### config.mk
export PLATFORM = sky130hd
export DESIGN_NAME = shift_array_list
export DESIGN_NICKNAME = d
export VERILOG_FILES = /design/src/hw/rtl/sal_pkg.sv /design/src/hw/rtl/sal_ctrl.sv /design/src/hw/rtl/sal_dp.sv /design/src/hw/rtl/shift_array_list.sv
export SDC_FILE = /design/constraint.sdc
export NUM_CORES = 2
export LEC_CHECK = 0
export ABC_AREA = 1
export ABC_CLOCK_PERIOD_IN_PS = 4900
export BUFFER_PORTS_ARGS = -buffer_cell sky130_fd_sc_hd__buf_2
export CAP_MARGIN = 10
export CELL_PAD_IN_SITES_DETAIL_PLACEMENT = 1
export CELL_PAD_IN_SITES_GLOBAL_PLACEMENT = 2
export CORE_ASPECT_RATIO = 0.7
export CORE_MARGIN = 8
export CORE_UTILIZATION = 40
export CTS_BUF_LIST = sky130_fd_sc_hd__clkbuf_4
export CTS_CLUSTER_SIZE = 24
export DETAILED_ROUTE_END_ITERATION = 6
export GPL_TIMING_DRIVEN = 0
export PLACE_DENSITY_LB_ADDON = 0.1
export REMOVE_ABC_BUFFERS = 1
export SYNTH_ARGS = -nofsm -noshare
export SYNTH_HDL_FRONTEND = slang
export SYNTH_HIERARCHICAL = 1
export SYNTH_SLANG_ARGS = --single-unit
export TNS_END_PERCENT = 20
### constraint.sdc
create_clock -name clk -period 4.9 [get_ports clk]
set_input_delay 0.98 -clock clk [delete_from_list [all_inputs] [get_ports clk]]
set_output_delay 0.98 -clock clk [all_outputs]
set_load 0.02 [all_outputs]
### src/hw/rtl/sal_pkg.sv
`default_nettype none
// ----------------------------------------------------------------------------
// sal_pkg: shared types and constants for the shift array list
// Field widths, operation and status codes, controller states and the
// command/status bundles passed between controller and datapath.
// ----------------------------------------------------------------------------
package sal_pkg;

    // Field widths of one transfer
    localparam int FUNC_W       = 3;
    localparam int POS_W        = 6;
    localparam int VALUE_W      = 32;
    localparam int COUNT_W      = 7;
    localparam int STATUS_W     = 2;

    // Default number of list entries
    localparam int CAPACITY_DEF = 64;

    // Operation codes
    typedef enum logic [FUNC_W-1:0] {
        FN_APPEND  = 3'd0,
        FN_REMOVE  = 3'd1,
        FN_INSERT  = 3'd2,
        FN_ERASE   = 3'd3,
        FN_READ_AT = 3'd4,
        FN_FIRST   = 3'd5,
        FN_LAST    = 3'd6,
        FN_CLEAR   = 3'd7
    } func_t;

    // Result status codes
    typedef enum logic [STATUS_W-1:0] {
        ST_OK    = 2'd0,
        ST_RANGE = 2'd1,
        ST_FULL  = 2'd2
    } status_t;

    // Controller states
    typedef enum logic [2:0] {
        S_IDLE,
        S_READ,
        S_SHIFT_R,
        S_INS_WR,
        S_SHIFT_L
    } state_t;

    // Read address select
    typedef enum logic [2:0] {
        RD_POS,
        RD_POS_INC,
        RD_FIRST,
        RD_LAST,
        RD_PTR_DEC,
        RD_PTR_INC
    } rd_sel_t;

    // Write address and data select
    typedef enum logic [1:0] {
        WR_APPEND,
        WR_SHIFT_R,
        WR_SHIFT_L,
        WR_INSERT
    } wr_sel_t;

    // Entry count update
    typedef enum logic [1:0] {
        CNT_HOLD,
        CNT_INC,
        CNT_DEC,
        CNT_CLR
    } cnt_cmd_t;

    // Commands from controller to datapath
    typedef struct packed {
        logic     accept;
        logic     rd_en;
        rd_sel_t  rd_sel;
        logic     wr_en;
        wr_sel_t  wr_sel;
        cnt_cmd_t cnt_cmd;
        logic     res_load;
        logic     res_use_rd;
        status_t  res_status;
    } cmd_t;

    // Status from datapath to controller
    typedef struct packed {
        logic zero;
        logic full;
        logic pos_gt_count;
        logic pos_ge_count;
        logic pos_eq_count;
        logic pos_eq_last;
        logic ptr_at_pos;
        logic ptr_at_last;
    } stat_t;

endpackage
`default_nettype wire

### src/hw/rtl/sal_ctrl.sv
`default_nettype none
// ----------------------------------------------------------------------------
// sal_ctrl: operation sequencer for the shift array list
// Decodes each accepted operation, steps the memory through entry shifts
// one entry per cycle and owns the result valid flag.
// ----------------------------------------------------------------------------
module sal_ctrl (
    input  wire logic            clk,
    input  wire logic            rst_n,
    input  wire logic            s_tvalid,
    output logic                 s_tready,
    input  wire sal_pkg::func_t  func,
    output logic                 m_tvalid,
    input  wire logic            m_tready,
    output sal_pkg::cmd_t        cmd,
    input  wire sal_pkg::stat_t  stat
);

    sal_pkg::state_t state_reg;
    sal_pkg::state_t state_next;
    logic            m_tvalid_reg;
    logic            m_tvalid_next;
    logic            slot_free;
    logic            accept;

    // Take a new operation only when idle and the result slot is free
    assign slot_free = !m_tvalid_reg || m_tready;
    assign s_tready  = (state_reg == sal_pkg::S_IDLE) && slot_free;
    assign accept    = s_tvalid && s_tready;
    assign m_tvalid  = m_tvalid_reg;

    // State and result valid registers
    always_ff @(posedge clk or negedge rst_n)
    begin
        if (!rst_n)
        begin
            state_reg    <= sal_pkg::S_IDLE;
            m_tvalid_reg <= 1'b0;
        end
        else
        begin
            state_reg    <= state_next;
            m_tvalid_reg <= m_tvalid_next;
        end
    end

    // Next state and datapath commands
    always_comb
    begin
        state_next     = state_reg;
        cmd            = '0;
        cmd.accept     = accept;
        cmd.rd_sel     = sal_pkg::RD_POS;
        cmd.wr_sel     = sal_pkg::WR_APPEND;
        cmd.cnt_cmd    = sal_pkg::CNT_HOLD;
        cmd.res_status = sal_pkg::ST_OK;

        case (state_reg)
            sal_pkg::S_IDLE:
            begin
                if (accept)
                begin
                    case (func)
                        sal_pkg::FN_APPEND:
                        begin
                            cmd.res_load = 1'b1;
                            if (stat.full)
                            begin
                                cmd.res_status = sal_pkg::ST_FULL;
                            end
                            else
                            begin
                                cmd.wr_en   = 1'b1;
                                cmd.wr_sel  = sal_pkg::WR_APPEND;
                                cmd.cnt_cmd = sal_pkg::CNT_INC;
                            end
                        end
                        sal_pkg::FN_REMOVE:
                        begin
                            cmd.res_load = 1'b1;
                            if (stat.zero)
                                cmd.res_status = sal_pkg::ST_RANGE;
                            else
                                cmd.cnt_cmd = sal_pkg::CNT_DEC;
                        end
                        sal_pkg::FN_INSERT:
                        begin
                            if (stat.full)
                            begin
                                cmd.res_load   = 1'b1;
                                cmd.res_status = sal_pkg::ST_FULL;
                            end
                            else if (stat.pos_gt_count)
                            begin
                                cmd.res_load   = 1'b1;
                                cmd.res_status = sal_pkg::ST_RANGE;
                            end
                            else if (stat.pos_eq_count)
                            begin
                                // insert at the end is an append
                                cmd.res_load = 1'b1;
                                cmd.wr_en    = 1'b1;
                                cmd.wr_sel   = sal_pkg::WR_APPEND;
                                cmd.cnt_cmd  = sal_pkg::CNT_INC;
                            end
                            else
                            begin
                                cmd.rd_en  = 1'b1;
                                cmd.rd_sel = sal_pkg::RD_LAST;
                                state_next = sal_pkg::S_SHIFT_R;
                            end
                        end
                        sal_pkg::FN_ERASE:
                        begin
                            if (stat.pos_ge_count)
                            begin
                                cmd.res_load   = 1'b1;
                                cmd.res_status = sal_pkg::ST_RANGE;
                            end
                            else if (stat.pos_eq_last)
                            begin
                                cmd.res_load = 1'b1;
                                cmd.cnt_cmd  = sal_pkg::CNT_DEC;
                            end
                            else
                            begin
                                cmd.rd_en  = 1'b1;
                                cmd.rd_sel = sal_pkg::RD_POS_INC;
                                state_next = sal_pkg::S_SHIFT_L;
                            end
                        end
                        sal_pkg::FN_READ_AT:
                        begin
                            if (stat.pos_ge_count)
                            begin
                                cmd.res_load   = 1'b1;
                                cmd.res_status = sal_pkg::ST_RANGE;
                            end
                            else
                            begin
                                cmd.rd_en  = 1'b1;
                                cmd.rd_sel = sal_pkg::RD_POS;
                                state_next = sal_pkg::S_READ;
                            end
                        end
                        sal_pkg::FN_FIRST, sal_pkg::FN_LAST:
                        begin
                            if (stat.zero)
                            begin
                                cmd.res_load   = 1'b1;
                                cmd.res_status = sal_pkg::ST_RANGE;
                            end
                            else
                            begin
                                cmd.rd_en  = 1'b1;
                                cmd.rd_sel = (func == sal_pkg::FN_FIRST) ?
                                             sal_pkg::RD_FIRST : sal_pkg::RD_LAST;
                                state_next = sal_pkg::S_READ;
                            end
                        end
                        default:
                        begin
                            // clear
                            cmd.res_load = 1'b1;
                            cmd.cnt_cmd  = sal_pkg::CNT_CLR;
                        end
                    endcase
                end
            end

            sal_pkg::S_READ:
            begin
                // registered read data is ready
                cmd.res_load   = 1'b1;
                cmd.res_use_rd = 1'b1;
                state_next     = sal_pkg::S_IDLE;
            end

            sal_pkg::S_SHIFT_R:
            begin
                // move the entry read last cycle one place right
                cmd.wr_en  = 1'b1;
                cmd.wr_sel = sal_pkg::WR_SHIFT_R;
                if (stat.ptr_at_pos)
                begin
                    state_next = sal_pkg::S_INS_WR;
                end
                else
                begin
                    cmd.rd_en  = 1'b1;
                    cmd.rd_sel = sal_pkg::RD_PTR_DEC;
                end
            end

            sal_pkg::S_INS_WR:
            begin
                // drop the new value into the opened slot
                cmd.wr_en    = 1'b1;
                cmd.wr_sel   = sal_pkg::WR_INSERT;
                cmd.cnt_cmd  = sal_pkg::CNT_INC;
                cmd.res_load = 1'b1;
                state_next   = sal_pkg::S_IDLE;
            end

            sal_pkg::S_SHIFT_L:
            begin
                // move the entry read last cycle one place left
                cmd.wr_en  = 1'b1;
                cmd.wr_sel = sal_pkg::WR_SHIFT_L;
                if (stat.ptr_at_last)
                begin
                    cmd.cnt_cmd  = sal_pkg::CNT_DEC;
                    cmd.res_load = 1'b1;
                    state_next   = sal_pkg::S_IDLE;
                end
                else
                begin
                    cmd.rd_en  = 1'b1;
                    cmd.rd_sel = sal_pkg::RD_PTR_INC;
                end
            end

            default:
            begin
                state_next = sal_pkg::S_IDLE;
            end
        endcase
    end

    // Result valid: set on load, clear once the transfer completes
    always_comb
    begin
        m_tvalid_next = m_tvalid_reg;
        if (cmd.res_load)
            m_tvalid_next = 1'b1;
        else if (m_tvalid_reg && m_tready)
            m_tvalid_next = 1'b0;
    end

    // A result is loaded only into a free slot
    assert property (@(posedge clk) disable iff (!rst_n)
        cmd.res_load |-> slot_free)
        else $error("result loaded over a pending result");

    // Reaching the insert position always ends in the insert write
    assert property (@(posedge clk) disable iff (!rst_n)
        (state_reg == sal_pkg::S_SHIFT_R) && stat.ptr_at_pos
        |=> state_reg == sal_pkg::S_INS_WR)
        else $error("right shift did not finish with insert write");

    // No new operation is taken while a sequence is running
    assert property (@(posedge clk) disable iff (!rst_n)
        (state_reg != sal_pkg::S_IDLE) |-> !cmd.accept)
        else $error("operation accepted outside idle");

endmodule
`default_nettype wire

### src/hw/rtl/sal_dp.sv
`default_nettype none
// ----------------------------------------------------------------------------
// sal_dp: entry memory, count and result registers of the shift array list
// One write and one registered read per cycle; the controller picks the
// addresses. Compare flags go back to the controller.
// ----------------------------------------------------------------------------
module sal_dp #(
    parameter int CAPACITY = sal_pkg::CAPACITY_DEF
) (
    input  wire logic                                clk,
    input  wire logic                                rst_n,
    input  wire sal_pkg::cmd_t                       cmd,
    output sal_pkg::stat_t                           stat,
    input  wire logic [sal_pkg::POS_W-1:0]           position,
    input  wire logic signed [sal_pkg::VALUE_W-1:0]  item_value,
    output logic signed [sal_pkg::VALUE_W-1:0]       read_value,
    output logic [sal_pkg::COUNT_W-1:0]              count,
    output logic                                     is_empty,
    output sal_pkg::status_t                         status
);

    localparam int CW = $clog2(CAPACITY + 1);
    localparam int AW = $clog2(CAPACITY);
    localparam int PW = sal_pkg::POS_W;
    localparam int VW = sal_pkg::VALUE_W;
    localparam int XW = ((CW > PW) ? CW : PW) + 1;

    logic [VW-1:0]        mem [CAPACITY];

    logic [CW-1:0]        count_reg;
    logic [CW-1:0]        count_next;
    logic [PW-1:0]        op_pos_reg;
    logic [VW-1:0]        op_val_reg;
    logic [AW-1:0]        rd_addr_reg;
    logic [VW-1:0]        rd_data_reg;
    logic [VW-1:0]        res_value_reg;
    logic [CW-1:0]        res_count_reg;
    logic                 res_empty_reg;
    sal_pkg::status_t     res_status_reg;

    logic [AW-1:0]        rd_addr;
    logic [AW-1:0]        wr_addr;
    logic [VW-1:0]        wr_data;
    logic [AW-1:0]        last_addr;
    logic [XW-1:0]        pos_x;
    logic [XW-1:0]        cnt_x;

    assign last_addr = AW'(count_reg - 1'b1);
    assign pos_x     = XW'(position);
    assign cnt_x     = XW'(count_reg);

    // Compare flags for the controller
    always_comb
    begin
        stat.zero         = (count_reg == '0);
        stat.full         = (count_reg == CW'(CAPACITY));
        stat.pos_gt_count = (pos_x > cnt_x);
        stat.pos_ge_count = (pos_x >= cnt_x);
        stat.pos_eq_count = (pos_x == cnt_x);
        stat.pos_eq_last  = ((pos_x + XW'(1)) == cnt_x);
        stat.ptr_at_pos   = (rd_addr_reg == AW'(op_pos_reg));
        stat.ptr_at_last  = (rd_addr_reg == last_addr);
    end

    // Read address select
    always_comb
    begin
        case (cmd.rd_sel)
            sal_pkg::RD_POS:     rd_addr = AW'(position);
            sal_pkg::RD_POS_INC: rd_addr = AW'(position) + AW'(1);
            sal_pkg::RD_FIRST:   rd_addr = '0;
            sal_pkg::RD_LAST:    rd_addr = last_addr;
            sal_pkg::RD_PTR_DEC: rd_addr = rd_addr_reg - AW'(1);
            sal_pkg::RD_PTR_INC: rd_addr = rd_addr_reg + AW'(1);
            default:             rd_addr = '0;
        endcase
    end

    // Write address and data select
    always_comb
    begin
        case (cmd.wr_sel)
            sal_pkg::WR_APPEND:
            begin
                wr_addr = AW'(count_reg);
                wr_data = item_value;
            end
            sal_pkg::WR_SHIFT_R:
            begin
                wr_addr = rd_addr_reg + AW'(1);
                wr_data = rd_data_reg;
            end
            sal_pkg::WR_SHIFT_L:
            begin
                wr_addr = rd_addr_reg - AW'(1);
                wr_data = rd_data_reg;
            end
            default:
            begin
                wr_addr = AW'(op_pos_reg);
                wr_data = op_val_reg;
            end
        endcase
    end

    // Entry count update
    always_comb
    begin
        case (cmd.cnt_cmd)
            sal_pkg::CNT_INC: count_next = count_reg + 1'b1;
            sal_pkg::CNT_DEC: count_next = count_reg - 1'b1;
            sal_pkg::CNT_CLR: count_next = '0;
            default:          count_next = count_reg;
        endcase
    end

    // Entry memory: one write port, one registered read port
    always_ff @(posedge clk)
    begin
        if (cmd.wr_en)
            mem[wr_addr] <= wr_data;
        if (cmd.rd_en)
            rd_data_reg <= mem[rd_addr];
    end

    // Count register
    always_ff @(posedge clk or negedge rst_n)
    begin
        if (!rst_n)
            count_reg <= '0;
        else
            count_reg <= count_next;
    end

    // Operand, read pointer and result payload
    always_ff @(posedge clk)
    begin
        if (cmd.accept)
        begin
            op_pos_reg <= position;
            op_val_reg <= item_value;
        end
        if (cmd.rd_en)
            rd_addr_reg <= rd_addr;
        if (cmd.res_load)
        begin
            res_value_reg  <= cmd.res_use_rd ? rd_data_reg : '0;
            res_count_reg  <= count_next;
            res_empty_reg  <= (count_next == '0);
            res_status_reg <= cmd.res_status;
        end
    end

    assign read_value = res_value_reg;
    assign count      = sal_pkg::COUNT_W'(res_count_reg);
    assign is_empty   = res_empty_reg;
    assign status     = res_status_reg;

    // Count stays within the store
    assert property (@(posedge clk) disable iff (!rst_n)
        count_reg <= CW'(CAPACITY))
        else $error("entry count beyond capacity");

    // Shift steps never read and write the same entry
    assert property (@(posedge clk) disable iff (!rst_n)
        cmd.wr_en && cmd.rd_en |-> wr_addr != rd_addr)
        else $error("read and write collide on one entry");

endmodule
`default_nettype wire

### src/hw/rtl/shift_array_list.sv
`default_nettype none
// Append, remove last, clear and any rejected operation load their result
//   in the accepting cycle; reads load theirs in S_READ from the registered read data.
// Insert before the end steps through S_SHIFT_R and S_INS_WR, erase before the
//   last entry through S_SHIFT_L: the memory moves one entry a cycle over its one read and one write port.
// One operation is in flight at a time; the next is taken once the result slot frees.
// Reset clears the count and the result valid; stored words need no clearing.
// ----------------------------------------------------------------------------
// shift_array_list: bounded ordered list of signed 32-bit words
// Append, remove last, insert, erase, indexed/first/last read and clear,
// each answered by one result with value, count, empty flag and status.
// ----------------------------------------------------------------------------
module shift_array_list #(
    parameter int CAPACITY = sal_pkg::CAPACITY_DEF
) (
    input  wire logic        clk,
    input  wire logic        rst_n,
    // Operation stream
    input  wire logic        s_tvalid,
    output logic             s_tready,
    input  wire logic [39:0] s_tdata,   // [5:0] position, [37:6] item_value, zero pad
    input  wire logic [2:0]  s_tuser,   // [2:0] func
    // Result stream
    output logic             m_tvalid,
    input  wire logic        m_tready,
    output logic [47:0]      m_tdata    // [31:0] read_value, [38:32] count,
                                        // [39] is_empty, [41:40] status, zero pad
);

    sal_pkg::cmd_t                        cmd;
    sal_pkg::stat_t                       stat;
    sal_pkg::func_t                       func;
    logic signed [sal_pkg::VALUE_W-1:0]   read_value;
    logic [sal_pkg::COUNT_W-1:0]          count;
    logic                                 is_empty;
    sal_pkg::status_t                     status;

    assign func = sal_pkg::func_t'(s_tuser);

    sal_ctrl u_ctrl (
        .clk      (clk),
        .rst_n    (rst_n),
        .s_tvalid (s_tvalid),
        .s_tready (s_tready),
        .func     (func),
        .m_tvalid (m_tvalid),
        .m_tready (m_tready),
        .cmd      (cmd),
        .stat     (stat)
    );

    sal_dp #(
        .CAPACITY (CAPACITY)
    ) u_dp (
        .clk        (clk),
        .rst_n      (rst_n),
        .cmd        (cmd),
        .stat       (stat),
        .position   (s_tdata[5:0]),
        .item_value (s_tdata[37:6]),
        .read_value (read_value),
        .count      (count),
        .is_empty   (is_empty),
        .status     (status)
    );

    // Pack result fields from the lowest bit up
    assign m_tdata = {6'b0, status, is_empty, count, read_value};

endmodule
`default_nettype wire

-- Word-level counts from Yosys, hierarchy flattened
Memory sizes are Yosys's and may differ from the RTL's. A register that Yosys moved wholly into a read port is not among the register bits.
Cells that the tools add are included.
- bits in registers: 97
- memory bits (writable): 2048
- bits of input ports: 47
- output and inout bits: 50
- word-level logic and storage cells: 131
- memories kept: 1
- memories (memory ; words ; bits a word ; read ports ; clocked after Yosys merged registers in ; write ports ; line ; source):
    u_dp.mem ; 64 ; 32 ; 1 ; 1 ; 1 ; sal_dp.sv:28 ; logic [VW-1:0] mem [CAPACITY];
- add/sub/neg operators: 6
- magnitude comparators: 2
- equal/unequal tests: 35
- mux-type cells: 57
- reductions and logical operators: 20
- operators with widths (cell ; count):
    $pmux W32 S2 ; 1
    $mux W3 ; 12
    $pmux W6 S5 ; 1
    $mux W4 ; 7
    $pmux W3 S4 ; 2
    $ne A3 B3 Y1 const B ; 7
    $pmux W7 S3 ; 1
    $eq A3 B3 Y1 const B ; 6
    $mux W9 ; 2
    $pmux W6 S3 ; 1
    $pmux W4 S4 ; 1
    $eq A3 B2 Y1 const B ; 5
    $logic_not A7 Y1 ; 2
    $mux W1 ; 14
    $add A6 B1 Y6 const B ; 2
    $eq A6 B6 Y1 ; 2
    $pmux W4 S3 ; 1
    $reduce_and A11 Y1 ; 1
    $mux W10 ; 1
    $pmux W2 S5 ; 1
    $eq A3 B1 Y1 const B ; 3
    $logic_not A3 Y1 ; 3
    $pmux W3 S3 ; 1
    $eq A8 B7 Y1 ; 1
    29 further kinds ; 42

-- Logic depth before layout (Yosys ltp)
- depth in word-level cells: 10
- depth in mapped cells: 31
- gate-level depth less buffers: 28

-- By module
The synthesis kept the hierarchy.
- by module, submodules not included (module ; times used ; cells each ; area an instance (µm²) ; seq. area each (µm²)):
    sal_dp ; 1 ; 9151 ; 95356.5 ; 65217.5
    sal_ctrl ; 1 ; 110 ; 579.3 ; 100.1
    shift_array_list ; 1 ; 8 ; 56.3 ; 0.0

-- Least setup slack after synthesis
No wires, ideal clock.
- path kind: input to register
- start point: input s_tdata[2]
- end point: memory u_dp/mem[40][0] (netlist name), enable pin
- setup time: 0.461 ns
- data arrival time: 4.824 ns
- required time: 4.439 ns
- path slack: -0.385 ns
- cell stages on the path: 15
- buffers on the path: 0
- path through: ha_1 -> nand2_1 -> nor2_1 -> a211oi_1 -> o221ai_1 -> inv_1 -> nor2_1 -> nand3b_1 -> nand2_1 -> nand3_1 -> nand4_1 -> inv_1 -> nor2_1 -> nand2_1 -> nor3_1
- RTL lines (element ; line ; source):
    from (decl) ; shift_array_list.sv:21 ; input wire logic [39:0] s_tdata,
    to (decl) ; sal_dp.sv:28 ;

==> flow_summary.ini <==
[status]
outcome = complete, but fails checks
violations = setup timing

[global_route]
grt_pass1_wl_um = 495000
grt_max_degree = 44
grt_overflow_total = 0
antenna_found_initial = 25
grt_pass1_vias = 72600
grt_usage_pct = 26.2

[synthesis]
ys_seq_elements = 2177
syn_inst = 9269
synth-edff-count = 2166
synth-main-ff-cell = edfxtp_1
syn_area_mm2 = 0.0960
synth-seq-area-share_pct = 68.0
ys_async_sr_fraction_pct = 0.505
yosysTopAreaCell = edfxtp_1
ys_types = 45
ys_warn_count = 6
synth_area_leaders = edfxtp_1, nand3_1, nand2_1, inv_1, buf_2
synth.avg_cell_area_um2 = 10.4
synth_top_area_share_pct = 67.8

[critical_path]
crit_path_start = u_ctrl/state_reg[1]
crit_buf_inv = 8
crit_required_ns = 5.87
cp.arrival_ns = 6.26
cp-start-kind = flop
critical-path-top-delay-family = simple AND/OR/NAND/NOR gates
path_max_fanout = 40
critPathSlowestCell = nor3_2
rr_startpoint = u_ctrl/state_reg[1]
critPathMaxStageDelay_ns = 0.81
path_cells = inv_2 -> nand2_1 -> nor2_1 -> inv_1 -> nand2_1 -> ha_2 -> buf_12 -> inv_4 -> o211ai_1 -> o21a_1 -> inv_1 -> nor2_1 -> nand2_1 -> nor3_2 -> buf_6 -> buf_6 -> buf_6
crit_type = flop to flop
critical_path.endpoint_type = flop

[layout]
multi_input_area_mm2 = 0.0234
final_cell_mix = edfxtp_1, nand2_1, inv_1
layout.nets = 10200
top_register = u_dp/mem
area_growth_syn_to_layout_pct = 23.7
largest_reg_flops = 2048
drive_above_1_share_pct = 18.7
final-seq-area_mm2 = 0.0653
fillerInstances = 25800
finalCoreUtilization_pct = 49.7
final_common_cell = edfxtp_1

[timing]
drv_slew = 0
setup_violations = 155
hold_viol_final = 0
finalCriticalPeriod_ns = 5.29
max_freq_mhz = 189
final.setup.worst_slack_ns = -0.388
period_share_pct = 108
worstMarginPinSlew_ns = 1.08
whs_ns = 0.214
rsz0062_at_grt = yes
relSlewSlack_pct = 27.9
final.setup_skew_ns = 0.109

[routing]
wl_met2_um = 157000
vias_per_cell = 5.21
finalWirelength_um = 347000
drt_first_pass_iters = 6
drtIter0Drc = 6202
wl_met3_um = 23400
vias = 71400
wl_met1_um = 156000
ant_nets = 0
highest_layer = met5
post-route-drc-count = 0
wl_per_cell_um = 25.4

[worst_hold_path]
worstHoldPathType = input port to flop
hold_start = s_tuser[2]

[cts]
cts_tree = done
cts_max_level = 6
insertion_delay_ns = 1.33
clkTransAtPathRegs_ns = 0.07
clockBufferDepth = 4
cts_made_buffers = 578
root_buffer = clkbuf_4
cts_sinks = 2177

[floorplanning]
coreArea_mm2 = 0.239
ios = 97
dieArea_mm2 = 0.256
start_util_pct = 40.2
die_x_um = 602
rows = 150
die_y_um = 426

[placed_design]
port_buffers = 88
gp_congestion = 0.836
hpwl_um = 217000

[run]
drv_cap = 0
-- cells in the mapped netlist, types with 30 or more instances --
| master | count |
|---|---|
| a21oi_1 | 79 |
| buf_2 | 376 |
| clkbuf_1 | 71 |
| edfxtp_1 | 2166 |
| inv_1 | 1985 |
| nand2_1 | 2116 |
| nand3_1 | 1956 |
| nor2_1 | 186 |
| nor3_1 | 30 |
| o211ai_1 | 34 |
| o21bai_1 | 66 |
| or2_2 | 32 |
-- worst paths after layout --
kind	end	slack (ns)	cells after the start
setup / recovery	u_dp/mem[61][5]	-0.39	17
hold / removal	u_ctrl/state_reg[2]	0.21	6
setup reg to reg	u_dp/mem[61][5]	-0.39	17
hold reg to reg	u_dp/read_value[20]	0.56	2
max in group asynchronous	u_dp/count_reg[3]	3.57	3
min in group asynchronous	u_ctrl/state_reg[1]	0.84	3
-- kinds of logic (layout without fill, tap and decap cells) --
kind of cell	after synthesis	after routing	synth area share, %
other	1	13	0.00391
flip-flops	2177	2177	68.0
AND/OR/NAND/NOR	4352	4357	19.8
adder cells (fa/ha/maj)	15	15	0.196
XOR/XNOR	24	24	0.227
buffers and inverters	2482	3687	10.3
AO/OA/AOI/OAI	218	218	1.45
-- final cells by class --
class | count | area share (%)
antenna | 7 | 0.0148
multi-input combinational | 4620 | 19.7
clock buffer | 874 | 5.53
clock inverter | 90 | 0.441
tap | 3192 | 3.36
timing repair buffer | 725 | 9.53
sequential | 2177 | 55.0
inverter | 1997 | 6.35
timing repair inverter | 1 | 0.00632
-- timing repair --
action	CTS	global route
hold buffers	41	0
pin swaps	59	40
endpoints found under the hold margin	50	0
cloned	32	11
buffers inserted	99	61
endpoints found under the setup margin	1928	1056
gates resized for setup	281	98
-- through the flow --
stage | TNS (ns) | area (um2) | instances | setup slack (ns)
after floorplan | -2165.89 | 93600 | 8789 | -23.89
after global placement | - | 98100 | 12100 | -53.44
after detailed placement | -966.64 | 106000 | 12500 | -3.39
after CTS | -79.44 | 117000 | 13600 | -0.410
after global routing | -47.51 | 119000 | 13700 | -0.466
final | -19.45 | 119000 | 13700 | -0.388
-- worst register-to-register path: stages, from the launching register on --
cell,delay (ns)
dfrtp_1,0.46
inv_2,0.11
nand2_1,0.05
nor2_1,0.20
inv_1,0.11
nand2_1,0.20
ha_2,0.38
buf_12,0.26
inv_4,0.27
o211ai_1,0.24
o21a_1,0.25
inv_1,0.06
nor2_1,0.30
nand2_1,0.57
nor3_2,0.81
buf_6,0.26
buf_6,0.21
buf_6,0.18
-- per-layer routing --
| layer | vias to the layer above | GRT usage, % |
|---|---|---|
| met2 | 2333 | 41.5 |
| met4 | 16 | 8.40 |
| met5 | - | 0 |
| li1 | 32200 | - |
| met3 | 545 | 4.91 |
| met1 | 36300 | 36.7 |
Power is left out: the tool's default activity adds up to more than one toggle a clock period on the data nets, which glitch-free logic cannot reach.
